**src/sv/tkls_pkg.sv**
```systemverilog
// ----------------------------------------------------------------------------
// tkls_pkg
// Shared constants and types of the top-k light selector.
// ----------------------------------------------------------------------------
package tkls_pkg;

   localparam int MAX_SELECTED     = 8;
   localparam int MAX_FRAME_LIGHTS = 256;
   localparam int QUEUE_DEPTH      = 2;

   localparam int CNT_W  = $clog2(MAX_SELECTED + 1);
   localparam int IDX_W  = (MAX_SELECTED > 1) ? $clog2(MAX_SELECTED) : 1;
   localparam int ARR_W  = 9;
   localparam int DIST_W = 34;
   localparam int SCORE_W = 32;
   localparam int NUM_W  = 49;
   localparam int DEN_W  = 35;

   // 1 / 0.0025 scaled to Q.8 of the squared distance
   localparam logic [16:0] SCORE_SCALE = 17'd102400;

   // configuration register indexes
   localparam logic [7:0] CSR_CAMERA_X = 8'd0;
   localparam logic [7:0] CSR_CAMERA_Y = 8'd1;
   localparam logic [7:0] CSR_CAMERA_Z = 8'd2;
   localparam logic [7:0] CSR_LIMIT    = 8'd3;

   typedef struct packed {
      logic [7:0]         index;
      logic [DIST_W-1:0]  sq_range;
      logic [SCORE_W-1:0] score;
      logic               dark;
      logic               last;
      logic [ARR_W-1:0]   requested;
   } light_type;

   typedef struct packed {
      logic signed [15:0] cam_x;
      logic signed [15:0] cam_y;
      logic signed [15:0] cam_z;
      logic [7:0]         limit;
   } cfg_type;

endpackage

```
**src/sv/tkls_front.sv**
```systemverilog
// ----------------------------------------------------------------------------
// tkls_front
// Accepts lights, forms the squared distance and divides out the score.
// ----------------------------------------------------------------------------
module tkls_front (
   input  logic                clock,
   input  logic                reset,
   input  tkls_pkg::cfg_type   cfg,
   input  logic                in_valid,
   output logic                in_ready,
   input  logic signed [15:0]  pos_x,
   input  logic signed [15:0]  pos_y,
   input  logic signed [15:0]  pos_z,
   input  logic [15:0]         radius,
   input  logic                is_dark,
   input  logic                last_light,
   output logic                push,
   input  logic                queue_full,
   output tkls_pkg::light_type push_data
);

   localparam logic [2:0] ST_IDLE = 3'd0;
   localparam logic [2:0] ST_SQ   = 3'd1;
   localparam logic [2:0] ST_SUM  = 3'd2;
   localparam logic [2:0] ST_DIV  = 3'd3;
   localparam logic [2:0] ST_PUSH = 3'd4;

   logic [2:0] state_ff, state_in;
   logic [tkls_pkg::ARR_W-1:0] arrivals_ff, arrivals_in;
   logic [5:0] step_ff, step_in;

   logic [15:0] ax_ff, ay_ff, az_ff, r_ff;
   logic [31:0] sx_ff, sy_ff, sz_ff, rsq_ff;
   logic [tkls_pkg::DIST_W-1:0] dist_ff;
   logic [tkls_pkg::NUM_W-1:0] num_ff;
   logic [tkls_pkg::DEN_W-1:0] den_ff;
   logic [tkls_pkg::DEN_W:0] rem_ff;
   logic [7:0] index_ff;
   logic dark_ff, last_ff;
   logic [tkls_pkg::ARR_W-1:0] req_ff;

   logic signed [16:0] dx, dy, dz;
   logic [15:0] adx, ady, adz;
   logic [tkls_pkg::ARR_W-1:0] arr_next;
   logic frame_end;
   logic [tkls_pkg::DEN_W:0] rem_sh, rem_sub;
   logic qbit;

   always_comb begin
      dx  = 17'(pos_x) - 17'(cfg.cam_x);
      dy  = 17'(pos_y) - 17'(cfg.cam_y);
      dz  = 17'(pos_z) - 17'(cfg.cam_z);
      adx = dx[16] ? 16'(-dx) : dx[15:0];
      ady = dy[16] ? 16'(-dy) : dy[15:0];
      adz = dz[16] ? 16'(-dz) : dz[15:0];
      arr_next  = arrivals_ff + 1'b1;
      frame_end = last_light || (arr_next >= tkls_pkg::ARR_W'(tkls_pkg::MAX_FRAME_LIGHTS));
      rem_sh  = {rem_ff[tkls_pkg::DEN_W-1:0], num_ff[tkls_pkg::NUM_W-1]};
      rem_sub = rem_sh - {1'b0, den_ff};
      qbit    = !rem_sub[tkls_pkg::DEN_W];
   end

   always_comb begin
      state_in    = state_ff;
      arrivals_in = arrivals_ff;
      step_in     = step_ff;
      unique case (state_ff)
         ST_IDLE: begin
            if (in_valid) begin
               state_in    = ST_SQ;
               arrivals_in = frame_end ? '0 : arr_next;
            end
         end
         ST_SQ:  state_in = ST_SUM;
         ST_SUM: begin
            state_in = ST_DIV;
            step_in  = '0;
         end
         ST_DIV: begin
            step_in = step_ff + 1'b1;
            if (step_ff == 6'(tkls_pkg::NUM_W - 1)) state_in = ST_PUSH;
         end
         ST_PUSH: if (!queue_full) state_in = ST_IDLE;
         default: state_in = ST_IDLE;
      endcase
   end

   always_ff @(posedge clock) begin
      if (reset) begin
         state_ff    <= ST_IDLE;
         arrivals_ff <= '0;
         step_ff     <= '0;
      end else begin
         state_ff    <= state_in;
         arrivals_ff <= arrivals_in;
         step_ff     <= step_in;
      end
   end

   always_ff @(posedge clock) begin
      if (state_ff == ST_IDLE && in_valid) begin
         ax_ff    <= adx;
         ay_ff    <= ady;
         az_ff    <= adz;
         r_ff     <= radius;
         index_ff <= arrivals_ff[7:0];
         dark_ff  <= is_dark;
         last_ff  <= frame_end;
         req_ff   <= arr_next;
      end
      if (state_ff == ST_SQ) begin
         sx_ff  <= ax_ff * ax_ff;
         sy_ff  <= ay_ff * ay_ff;
         sz_ff  <= az_ff * az_ff;
         rsq_ff <= r_ff * r_ff;
      end
      if (state_ff == ST_SUM) begin
         dist_ff <= tkls_pkg::DIST_W'(sx_ff) + tkls_pkg::DIST_W'(sy_ff)
                  + tkls_pkg::DIST_W'(sz_ff);
         num_ff  <= tkls_pkg::NUM_W'(rsq_ff) * tkls_pkg::NUM_W'(tkls_pkg::SCORE_SCALE);
         den_ff  <= tkls_pkg::DEN_W'(tkls_pkg::SCORE_SCALE) + tkls_pkg::DEN_W'(sx_ff)
                  + tkls_pkg::DEN_W'(sy_ff) + tkls_pkg::DEN_W'(sz_ff);
         rem_ff  <= '0;
      end
      if (state_ff == ST_DIV) begin
         // Restoring division: numerator bits shift out, quotient bits shift in.
         rem_ff <= qbit ? rem_sub : rem_sh;
         num_ff <= {num_ff[tkls_pkg::NUM_W-2:0], qbit};
      end
   end

   assign in_ready = (state_ff == ST_IDLE);
   assign push     = (state_ff == ST_PUSH) && !queue_full;

   always_comb begin
      push_data.index     = index_ff;
      push_data.sq_range  = dist_ff;
      push_data.score     = num_ff[tkls_pkg::SCORE_W-1:0];
      push_data.dark      = dark_ff;
      push_data.last      = last_ff;
      push_data.requested = req_ff;
   end

endmodule

```
**src/sv/tkls_queue.sv**
```systemverilog
// ----------------------------------------------------------------------------
// tkls_queue
// Short queue of classified lights between front and back.
// ----------------------------------------------------------------------------
module tkls_queue (
   input  logic                clock,
   input  logic                reset,
   input  logic                push,
   input  tkls_pkg::light_type push_data,
   output logic                full,
   input  logic                pop,
   output logic                not_empty,
   output tkls_pkg::light_type head
);

   localparam int PTR_W = (tkls_pkg::QUEUE_DEPTH > 1) ? $clog2(tkls_pkg::QUEUE_DEPTH) : 1;
   localparam int CNT_QW = $clog2(tkls_pkg::QUEUE_DEPTH + 1);

   tkls_pkg::light_type slot_ff [tkls_pkg::QUEUE_DEPTH];
   logic [PTR_W-1:0]  wr_ff, rd_ff;
   logic [CNT_QW-1:0] count_ff;

   function automatic logic [PTR_W-1:0] bump(input logic [PTR_W-1:0] p);
      return (p == PTR_W'(tkls_pkg::QUEUE_DEPTH - 1)) ? '0 : p + 1'b1;
   endfunction

   always_ff @(posedge clock) begin
      if (reset) begin
         wr_ff    <= '0;
         rd_ff    <= '0;
         count_ff <= '0;
      end else begin
         if (push) wr_ff <= bump(wr_ff);
         if (pop)  rd_ff <= bump(rd_ff);
         count_ff <= count_ff + CNT_QW'(push) - CNT_QW'(pop);
      end
   end

   always_ff @(posedge clock) begin
      if (push) slot_ff[wr_ff] <= push_data;
   end

   assign full      = (count_ff == CNT_QW'(tkls_pkg::QUEUE_DEPTH));
   assign not_empty = (count_ff != '0);
   assign head      = slot_ff[rd_ff];

endmodule

```
**src/sv/tkls_back.sv**
```systemverilog
// ----------------------------------------------------------------------------
// tkls_back
// Sorted insertion into the kept list and emission at frame end.
// ----------------------------------------------------------------------------
module tkls_back (
   input  logic                clock,
   input  logic                reset,
   input  logic [7:0]          limit,
   input  logic                queue_valid,
   output logic                pop,
   input  tkls_pkg::light_type head,
   output logic                rsp_valid,
   input  logic                rsp_ready,
   output logic                rsp_entry_valid,
   output logic [7:0]          rsp_index,
   output logic [tkls_pkg::DIST_W-1:0]  rsp_dist,
   output logic [tkls_pkg::SCORE_W-1:0] rsp_score,
   output logic                rsp_dark,
   output logic [6:0]          rsp_selected,
   output logic [8:0]          rsp_requested,
   output logic [6:0]          rsp_shade_total,
   output logic                rsp_last
);

   localparam int CW = tkls_pkg::CNT_W;
   localparam int MS = tkls_pkg::MAX_SELECTED;
   localparam int IDX_SEL = tkls_pkg::IDX_W;
   localparam logic ST_IDLE = 1'b0;
   localparam logic ST_EMIT = 1'b1;

   logic                         state_ff;
   logic [CW-1:0]                total_ff, total_in, emit_ff;
   logic [tkls_pkg::ARR_W-1:0]   req_ff;
   logic [7:0]                   k_index_ff [MS];
   logic [tkls_pkg::DIST_W-1:0]  k_dist_ff  [MS];
   logic [tkls_pkg::SCORE_W-1:0] k_score_ff [MS];
   logic                         k_dark_ff  [MS];
   logic                         out_valid_ff;

   logic [CW-1:0] lim, pos;
   logic          found, insert, advance, final_one;
   logic [6:0]    dark_sum;
   logic [IDX_SEL-1:0] sel;

   always_comb begin
      lim   = (limit > 8'(MS)) ? CW'(MS) : CW'(limit);
      pos   = total_ff;
      found = 1'b0;
      for (int j = 0; j < MS; j++) begin
         if (!found && CW'(j) < total_ff && head.score > k_score_ff[j]) begin
            pos   = CW'(j);
            found = 1'b1;
         end
      end
      insert   = !(pos >= lim && total_ff >= lim);
      total_in = (total_ff < lim) ? total_ff + 1'b1 : total_ff;
      dark_sum = '0;
      for (int j = 0; j < MS; j++)
         dark_sum = dark_sum + 7'(CW'(j) < total_ff && k_dark_ff[j]);
      sel       = emit_ff[IDX_SEL-1:0];
      advance   = !out_valid_ff || rsp_ready;
      final_one = (total_ff == '0) || (emit_ff + 1'b1 == total_ff);
   end

   assign pop = (state_ff == ST_IDLE) && queue_valid;

   always_ff @(posedge clock) begin
      if (reset) begin
         state_ff     <= ST_IDLE;
         total_ff     <= '0;
         emit_ff      <= '0;
         out_valid_ff <= 1'b0;
      end else begin
         // The output register refills only while emitting.
         if (advance) out_valid_ff <= (state_ff == ST_EMIT);
         unique case (state_ff)
            ST_IDLE: begin
               if (pop) begin
                  if (insert) total_ff <= total_in;
                  emit_ff <= '0;
                  if (head.last) state_ff <= ST_EMIT;
               end
            end
            ST_EMIT: begin
               if (advance) begin
                  emit_ff <= emit_ff + 1'b1;
                  if (final_one) begin
                     total_ff <= '0;
                     state_ff <= ST_IDLE;
                  end
               end
            end
            default: state_ff <= ST_IDLE;
         endcase
      end
   end

   // kept list and result payload
   always_ff @(posedge clock) begin
      if (pop) begin
         req_ff <= head.requested;
         if (insert) begin
            for (int j = 0; j < MS; j++) begin
               if (CW'(j) == pos) begin
                  k_index_ff[j] <= head.index;
                  k_dist_ff[j]  <= head.sq_range;
                  k_score_ff[j] <= head.score;
                  k_dark_ff[j]  <= head.dark;
               end else if (j > 0 && CW'(j) > pos) begin
                  k_index_ff[j] <= k_index_ff[j-1];
                  k_dist_ff[j]  <= k_dist_ff[j-1];
                  k_score_ff[j] <= k_score_ff[j-1];
                  k_dark_ff[j]  <= k_dark_ff[j-1];
               end
            end
         end
      end
      if (state_ff == ST_EMIT && advance) begin
         rsp_entry_valid <= (total_ff != '0);
         rsp_index       <= (total_ff != '0) ? k_index_ff[sel] : '0;
         rsp_dist        <= (total_ff != '0) ? k_dist_ff[sel]  : '0;
         rsp_score       <= (total_ff != '0) ? k_score_ff[sel] : '0;
         rsp_dark        <= (total_ff != '0) && k_dark_ff[sel];
         rsp_selected    <= 7'(total_ff);
         rsp_requested   <= req_ff;
         rsp_shade_total <= dark_sum;
         rsp_last        <= final_one;
      end
   end

   assign rsp_valid = out_valid_ff;

   a_total_bound: assert property (@(posedge clock) disable iff (reset)
      total_ff <= CW'(MS)) else $error("kept list overfilled");
   a_emit_range: assert property (@(posedge clock) disable iff (reset)
      state_ff == ST_EMIT && total_ff != '0 |-> emit_ff < total_ff)
      else $error("emission index beyond kept list");
   a_marker: assert property (@(posedge clock) disable iff (reset)
      out_valid_ff && !rsp_entry_valid |-> rsp_selected == '0 && rsp_last)
      else $error("empty marker malformed");
   a_no_pop_emit: assert property (@(posedge clock) disable iff (reset)
      state_ff == ST_EMIT |-> !pop) else $error("light taken during emission");

endmodule

```
**src/sv/top_k_light_selector_unit.sv**
```systemverilog
// ----------------------------------------------------------------------------
// top_k_light_selector_unit
// Keeps the highest-scoring point lights of a frame and emits them in order.
// ----------------------------------------------------------------------------
// The front end takes a light, squares, sums, then runs a restoring divider
// that produces one of 49 quotient bits per cycle, and hands the classified
// light to a two-entry queue, waiting while it is full; it takes no new light
// before then. The back end takes a light from the queue whenever it is idle,
// placing it in a sorted list of up to eight entries, so the divider sets the
// rate. After the last light of a frame (tlast, or the 256th light) the back
// end emits one result item per kept light, best score first, or a single
// empty marker when nothing was kept; the next frame's lights are computed
// meanwhile but wait in the queue until emission ends.
// Configuration writes are always accepted. The camera is sampled when a light
// is taken and the budget when the back end picks the light up, so registers
// should be written only while no light is in flight.
// ----------------------------------------------------------------------------
module top_k_light_selector_unit (
   input  logic         clock,
   input  logic         reset,
   input  logic         csr_valid,
   output logic         csr_ready,
   input  logic [7:0]   csr_index,
   input  logic [15:0]  csr_data,
   input  logic         req_tvalid,
   output logic         req_tready,
   input  logic [63:0]  req_tdata,   // pos_x, pos_y, pos_z, light_radius
   input  logic [0:0]   req_tuser,   // is_dark
   input  logic         req_tlast,   // last_light
   output logic         rsp_tvalid,
   input  logic         rsp_tready,
   // light_index, squared range, score, selected_count, offered total,
   // dark total, zero padding
   output logic [103:0] rsp_tdata,
   output logic [1:0]   rsp_tuser,   // entry_valid, dark_flag
   output logic         rsp_tlast    // last_result
);

   tkls_pkg::cfg_type   cfg_ff;
   tkls_pkg::light_type push_data, head;
   logic push, queue_full, queue_valid, pop;
   logic entry_valid, dark;
   logic [7:0]  index;
   logic [tkls_pkg::DIST_W-1:0]  sq_range;
   logic [tkls_pkg::SCORE_W-1:0] score;
   logic [6:0] selected, shade_total;
   logic [8:0] requested;

   assign csr_ready = 1'b1;

   // The register file accepts a write in every cycle.
   always_ff @(posedge clock) begin
      if (reset) begin
         cfg_ff.cam_x <= '0;
         cfg_ff.cam_y <= '0;
         cfg_ff.cam_z <= '0;
         cfg_ff.limit <= 8'(tkls_pkg::MAX_SELECTED);
      end else if (csr_valid) begin
         unique case (csr_index)
            tkls_pkg::CSR_CAMERA_X: cfg_ff.cam_x <= csr_data;
            tkls_pkg::CSR_CAMERA_Y: cfg_ff.cam_y <= csr_data;
            tkls_pkg::CSR_CAMERA_Z: cfg_ff.cam_z <= csr_data;
            tkls_pkg::CSR_LIMIT:    cfg_ff.limit <= csr_data[7:0];
            default: ;
         endcase
      end
   end

   tkls_front u_front (
      .clock, .reset,
      .cfg        (cfg_ff),
      .in_valid   (req_tvalid),
      .in_ready   (req_tready),
      .pos_x      (req_tdata[15:0]),
      .pos_y      (req_tdata[31:16]),
      .pos_z      (req_tdata[47:32]),
      .radius     (req_tdata[63:48]),
      .is_dark    (req_tuser[0]),
      .last_light (req_tlast),
      .push, .queue_full, .push_data
   );

   tkls_queue u_queue (
      .clock, .reset, .push, .push_data,
      .full      (queue_full),
      .pop,
      .not_empty (queue_valid),
      .head
   );

   tkls_back u_back (
      .clock, .reset,
      .limit           (cfg_ff.limit),
      .queue_valid, .pop, .head,
      .rsp_valid       (rsp_tvalid),
      .rsp_ready       (rsp_tready),
      .rsp_entry_valid (entry_valid),
      .rsp_index       (index),
      .rsp_dist        (sq_range),
      .rsp_score       (score),
      .rsp_dark        (dark),
      .rsp_selected    (selected),
      .rsp_requested   (requested),
      .rsp_shade_total (shade_total),
      .rsp_last        (rsp_tlast)
   );

   assign rsp_tdata = {7'd0, shade_total, requested, selected, score, sq_range, index};
   assign rsp_tuser = {dark, entry_valid};

endmodule

```
**config.mk**
```make
export PLATFORM = sky130hd
export DESIGN_NAME = top_k_light_selector_unit
export DESIGN_NICKNAME = d
export VERILOG_FILES = /design/src/sv/tkls_pkg.sv /design/src/sv/tkls_front.sv /design/src/sv/tkls_queue.sv /design/src/sv/tkls_back.sv /design/src/sv/top_k_light_selector_unit.sv
export SDC_FILE = /design/constraint.sdc
export NUM_CORES = 2
export LEC_CHECK = 0
export ABC_CLOCK_PERIOD_IN_PS = 19650
export BUFFER_PORTS_ARGS = -buffer_cell sky130_fd_sc_hd__buf_2
export CAP_MARGIN = 20
export CORE_MARGIN = 2
export CORE_UTILIZATION = 40
export DETAILED_ROUTE_END_ITERATION = 10
export PLACE_DENSITY = 0.54
export SYNTH_ARGS = -nofsm -noshare
export SYNTH_HDL_FRONTEND = slang
export SYNTH_SLANG_ARGS = --single-unit
export TNS_END_PERCENT = 1
```
**constraint.sdc**
```tcl
create_clock -name clock -period 19.65 [get_ports clock]
set_clock_uncertainty 0.1 [all_clocks]
set_input_delay 0 -clock clock [delete_from_list [all_inputs] [get_ports clock]]
set_output_delay 0 -clock clock [all_outputs]
set_load 0.005 [all_outputs]
```
# After elaboration in Yosys (flattened, before gate mapping)
# Memories as Yosys holds them, arrays and structs flattened. A register that Yosys moved wholly into a read port is not among the register bits.
# Index checks and enable logic that the tools add are counted.
[word_totals] ram_bits=770 wordCells=363 input_bits=95 ff_bits=484 output_inout_bits=110 memories=5
[mem_list] memory="u_back.k_dist_ff" words=8 word_bits=34 rd=8 rd_clocked_by_memory_dff=1 write_ports=8 line="tkls_back.sv:35" source="logic [tkls_pkg::DIST_W-1:0] k_dist_ff [MS];"
[mem_list] memory="u_back.k_score_ff" words=8 word_bits=32 rd=9 rd_clocked_by_memory_dff=1 write_ports=8 line="tkls_back.sv:36" source="logic [tkls_pkg::SCORE_W-1:0] k_score_ff [MS];"
[mem_list] memory="u_queue.slot_ff" words=2 word_bits=85 rd=1 rd_clocked_by_memory_dff=1 write_ports=1 line="tkls_queue.sv:19" source="tkls_pkg::light_type slot_ff [tkls_pkg::QUEUE_DEPTH];"
[mem_list] memory="u_back.k_index_ff" words=8 word_bits=8 rd=8 rd_clocked_by_memory_dff=1 write_ports=8 line="tkls_back.sv:34" source="logic [7:0] k_index_ff [MS];"
[mem_list] memory="u_back.k_dark_ff" words=8 word_bits=1 rd=9 rd_clocked_by_memory_dff=1 write_ports=8 line="tkls_back.sv:37" source="logic k_dark_ff [MS];"
[classes] n_lt_le_gt_ge=28 n_mul=5 n_eq_ne=25 n_bitwise=29 muxes=147 reduce_logical=60 n_addsub=27
[ops] op="> comparator 32 bit" n=8
[ops] op="two-way mux 34 bit" n=7
[ops] op="two-way mux 32 bit" n=7
[ops] op="multiplier 16 x 16 -> 32 bit" n=4
[ops] op="two-way mux 35 bit" n=3
[ops] op="two-way mux 49 bit" n=2
[ops] op="two-way mux 1 bit" n=91
[ops] op="adder 35 x 32 -> 35 bit" n=2
[ops] op="two-way mux 4 bit" n=16
[ops] op="two-way mux 8 bit" n=7
[ops] op="subtractor 16 x 16 -> 17 bit" n=3
[ops] op="two-way mux 16 bit" n=3
[ops] op="negator 16 bit" n=3
[ops] op="adder 7 x 1 -> 7 bit" n=6
[ops] op="multiplier 32 x 5 -> 37 bit (second input constant)" n=1
[ops] op="subtractor 36 x 35 -> 36 bit" n=1
[ops] op="adder 34 x 32 -> 34 bit" n=1
[ops] op="adder 17 x 32 -> 33 bit (first input constant)" n=1
[ops] op="adder 32 x 32 -> 33 bit" n=1
[ops] op="logical AND 1 bit" n=29
[ops] op="bitwise OR 1 bit" n=28
[ops] op="== test 3 x 4 -> 1 bit (first input constant)" n=4
[ops] op="== test 8 x 2 -> 1 bit (second input constant)" n=2
[ops] op="> comparator 3 x 4 -> 1 bit (first input constant)" n=4
[ops] op="other kinds (44)" n=87

# Longest topological paths before layout
# An unclocked memory read counts as a cell.
[depth] depth_word=39 depth_mapped=31 mapped_depth_nobuf=26

# Hierarchy
# Synthesis repeated with hierarchy kept, for this count alone.
[hier_totals] cells_unflattened=9155 area_unflattened_um2=103187.7
[by_module_without_submodules] mod="tkls_front" area_per_inst_um2=53374.9 n_inst=1 seq_area_each_um2=10990.5 cells_per_inst=5557
[by_module_without_submodules] mod="tkls_back" area_per_inst_um2=41044.4 n_inst=1 seq_area_each_um2=21370.5 cells_per_inst=3096
[by_module_without_submodules] mod="tkls_queue" area_per_inst_um2=6359.8 n_inst=1 seq_area_each_um2=5205.0 cells_per_inst=285
[by_module_without_submodules] mod="top_k_light_selector_unit" area_per_inst_um2=2408.6 n_inst=1 seq_area_each_um2=1121.1 cells_per_inst=217

# Worst setup path after synthesis
# Ideal clock, no wire load.
[synth_path] path_kind="flip-flop to flip-flop" from="register u_front.state_ff[0]" to="register u_front.rsq_ff[0] (enable)" arrival_time_ps=9457 setup_slack_ps=9306 path_stages_with_launch=2 period_less_slack_ps=10344 t_required_ps=18763 setup_time_ps=787 path_buffers=0 cell_sequence="dfxtp_1 > nor3b_1"
[synth_between] elab_chain_cells=1
[synth_lines] item="from (decl)" line="tkls_front.sv:28" source="logic [2:0] state_ff, state_in;"
[synth_lines] item="from (signal assigned)" line="tkls_front.sv:94" source="state_ff <= state_in;"
[synth_lines] item="== test 3 x 1 -> 1 bit" line="tkls_front.sv:111" source="if (state_ff == ST_SQ) begin"
[synth_lines] item="to (signal assigned)" line="tkls_front.sv:115" source="rsq_ff <= r_ff * r_ff;"
[synth_lines] item="to (decl)" line="tkls_front.sv:33" source="logic [31:0] sx_ff, sy_ff, sz_ff, rsq_ff;"
# No other way between the ends.
# A chain may end at the register's enable or synchronous reset.

==> metrics.yaml <==
floorplanning:
  initial_core_util_pct: 40.25
  io_pins: 205
  die_w_um: 512.7
  core_um2: 257200
  die_area_um2: 262900
  num_rows: 186
  fp.dieH_um: 512.7
sta:
  timing.setup.tns_ps: 0
  worst_pin_slew_ps: 1094
  final-setup-viol-count: 0
  period_share_pct: 54.76
  fmax_mhz: 92.94
  finalMaxSlewViolations: 0
  period_needed_ps: 10760
  rsz0062_at_grt: "false"
  final_hold_viol_count: 0
  holdWs_ps: 58.44
  maxSlewHeadroom_pct: 27.10
cts:
  htreeDepth: 4
  cts_hold_buffers: 196
  cts_root_buf: "clkbuf_16"
  numCtsBuffers: 155
  cts_setup_buffers: 0
  cts-resized-gates: 0
  clock_path_buffers: 3
  clkTransAtPathRegs_ps: 60
  cts_tree: "built"
  clock-sinks: 1322
  clk_latency_ps: 820
grt:
  busiest_layer: "met2"
  antenna_found_initial: 5
  grt_pass1_vias: 74010
  grt_overflow: 0
  gr-usage-met1_pct: 28.36
  grt_use_total_pct: 21.21
  gr-usage-met2_pct: 35.43
  met3_usage_pct: 3.514
  grt_max_degree: 182
  grt_pass1_wl_mm: 435.4
place:
  post_dp_cell_area_um2: 108000
  gp_congestion: 0.9008
  portBuffers: 190
  hpwl_mm: 201.5
routing:
  detail-route-antenna-nets: 0
  drtPass1Iterations: 6
  avgViaCountPerCell: 5.409
  drc: 0
  num_vias: 71600
  wl_per_cell_um: 21.22
  drtIter0Drc: 4928
  routed_wl_mm: 280.9
yosys:
  yosysWarnings: 0
  synthTopCellsByArea: "edfxtp_1, fa_1, ha_1"
  synth.distinct_cells: 83
  syn_avg_cell_area_um2: 10.94
  yosysTopAreaCell: "edfxtp_1"
  synth_common_cells: "inv_1, edfxtp_1, ha_1"
  netlist_area_um2: 103500
  synth_top_area_share_pct: 35.68
  synth_ff_type: "edfxtp_1"
  synth_edf_count: 1230
  syn_inst: 9462
  async_reset_ff_share_pct: 0
  yosys_register_bits: 1322
  ys_seq_area_share_pct: 37.46
  synthMostInstantiatedCell: "inv_1"
layout:
  area_growth_pct: 11.25
  stdcell_area_um2: 115200
  fin_nets: 11480
  fill_cells: 23760
  drive_gt1_share_pct: 10.65
worst_setup_path:
  critPathCaptureType: "register"
  cpMaxStageDelayCell: "buf_4"
  path_max_fanout: 84
  crit_type: "register to register"
  critPathMostFrequentCell: "buf_4"
  max_stage_delay_ps: 840
  cp_data_arrival_time_ps: 11280
  start_kind: "register"
  required_ps: 20170
flow_run:
  cap_violations: 0
worst_hold_path:
  hp-class: "primary input to register"
run_status:
  status: "complete, no violations"
-- cell type report --
type	instances	area [µm²]	share of cell area (%)
Antenna cell	3	7.507	0.006519
Sequential cell	1322	38790	33.68
Clock inverter	100	1066	0.9257
Timing Repair Buffer	457	3513	3.051
Clock buffer	184	4080	3.543
Tap cell	3384	4234	3.677
Inverter	1481	5583	4.848
Multi-Input combinational cell	6305	57890	50.27
-- cells by family (layout without fill, tap and decap cells) --
kind of cell               count (synthesis)  count (layout)  share of synthesized area, %
muxes                                    563             563                         7.598
and+or+nand+nor                         2120            2120                         9.758
adders and majority gates               1658            1658                         25.28
xor gates and xnor gates                 364             364                         3.080
buffers and inverters                   1847            2222                         6.844
DFF                                     1322            1322                         37.46
AOI/OAI and AO/OA                       1586            1586                         9.977
other                                      2              17                      0.007255
-- final timing paths --
check                           slack, ps                       to  cells after the start              from
worst max-delay path                 8890   u_back.k_dist_ff[7][2]                     28          register
worst min-delay path                   60   u_front.arrivals_ff[5]                      5         req_tlast
worst max register to register       8890   u_back.k_dist_ff[7][2]                     28          register
worst min register to register        320  u_back.rsp_requested[5]                      0  u_back.req_ff[5]
-- per-stage QoR --
stage	setup WS [ps]	instances	utilization, %
after floorplan	9306	9474	-
after global placement	9244	12750	41.99
after detailed placement	9014	12750	42.01
after CTS	8905	13230	44.77
after global routing	8236	13240	44.78
final	8890	13240	44.78
-- registers in the layout, summed over array words and instances (netlist names), 16 cells and up, named ones only --
register,cells
u_front.den_ff,32
u_front.sz_ff,31
u_front.r_ff,16
u_back.k_score_ff,256
u_front.dist_ff,34
u_front.rem_ff,35
u_front.ax_ff,16
u_back.rsp_dist,34
u_back.rsp_score,32
u_front.num_ff,49
u_front.rsq_ff,31
u_front.sx_ff,31
cfg_ff,56
u_back.k_dist_ff,272
u_front.ay_ff,16
u_back.k_index_ff,64
u_queue.slot_ff,170
u_front.az_ff,16
u_front.sy_ff,31
-- cells in the final DEF, fill, tap and decap left out, types with 26 or more instances in the layout --
cell type	instances
nor2_1	704
a211oi_1	193
clkinv_1	28
ha_1	936
nor4_1	84
o21a_1	56
buf_2	189
xnor2_1	252
a311oi_1	34
fa_1	722
or2_2	32
a21oi_1	601
o31ai_1	26
mux4_2	150
o21bai_1	36
a31oi_1	35
edfxtp_1	1230
and2_1	236
a21o_1	188
o21ai_0	192
nand3_1	99
nand2b_1	58
nor2b_1	72
xor2_1	112
dfxtp_1	88
a211oi_2	39
buf_4	68
nand4_1	50
nand2_1	482
clkbuf_16	157
nor3_1	147
dlygate4sd3_1	196
and3_1	52
mux2i_1	131
mux2_2	282
inv_1	1474
clkinv_2	32
-- metal layers --
metal	routed length (µm)	vias up
li1	-	33380
met1	123600	35760
met5	26	-
met3	16040	426
met2	133300	2035
met4	7874	4
-- worst max-delay path: cells and delay by family (launching register included) --
kind	cells	cell delay, ps
AO/OA/AOI/OAI	7	1280
multiplexers	1	570
flip-flops	1	710
buffers and inverters	6	3590
adder cells (fa/ha/maj)	2	670
AND/OR/NAND/NOR	12	3410
Power is left out: the tool's default activity adds up to more than one toggle a clock period on the data nets, which glitch-free logic cannot reach.
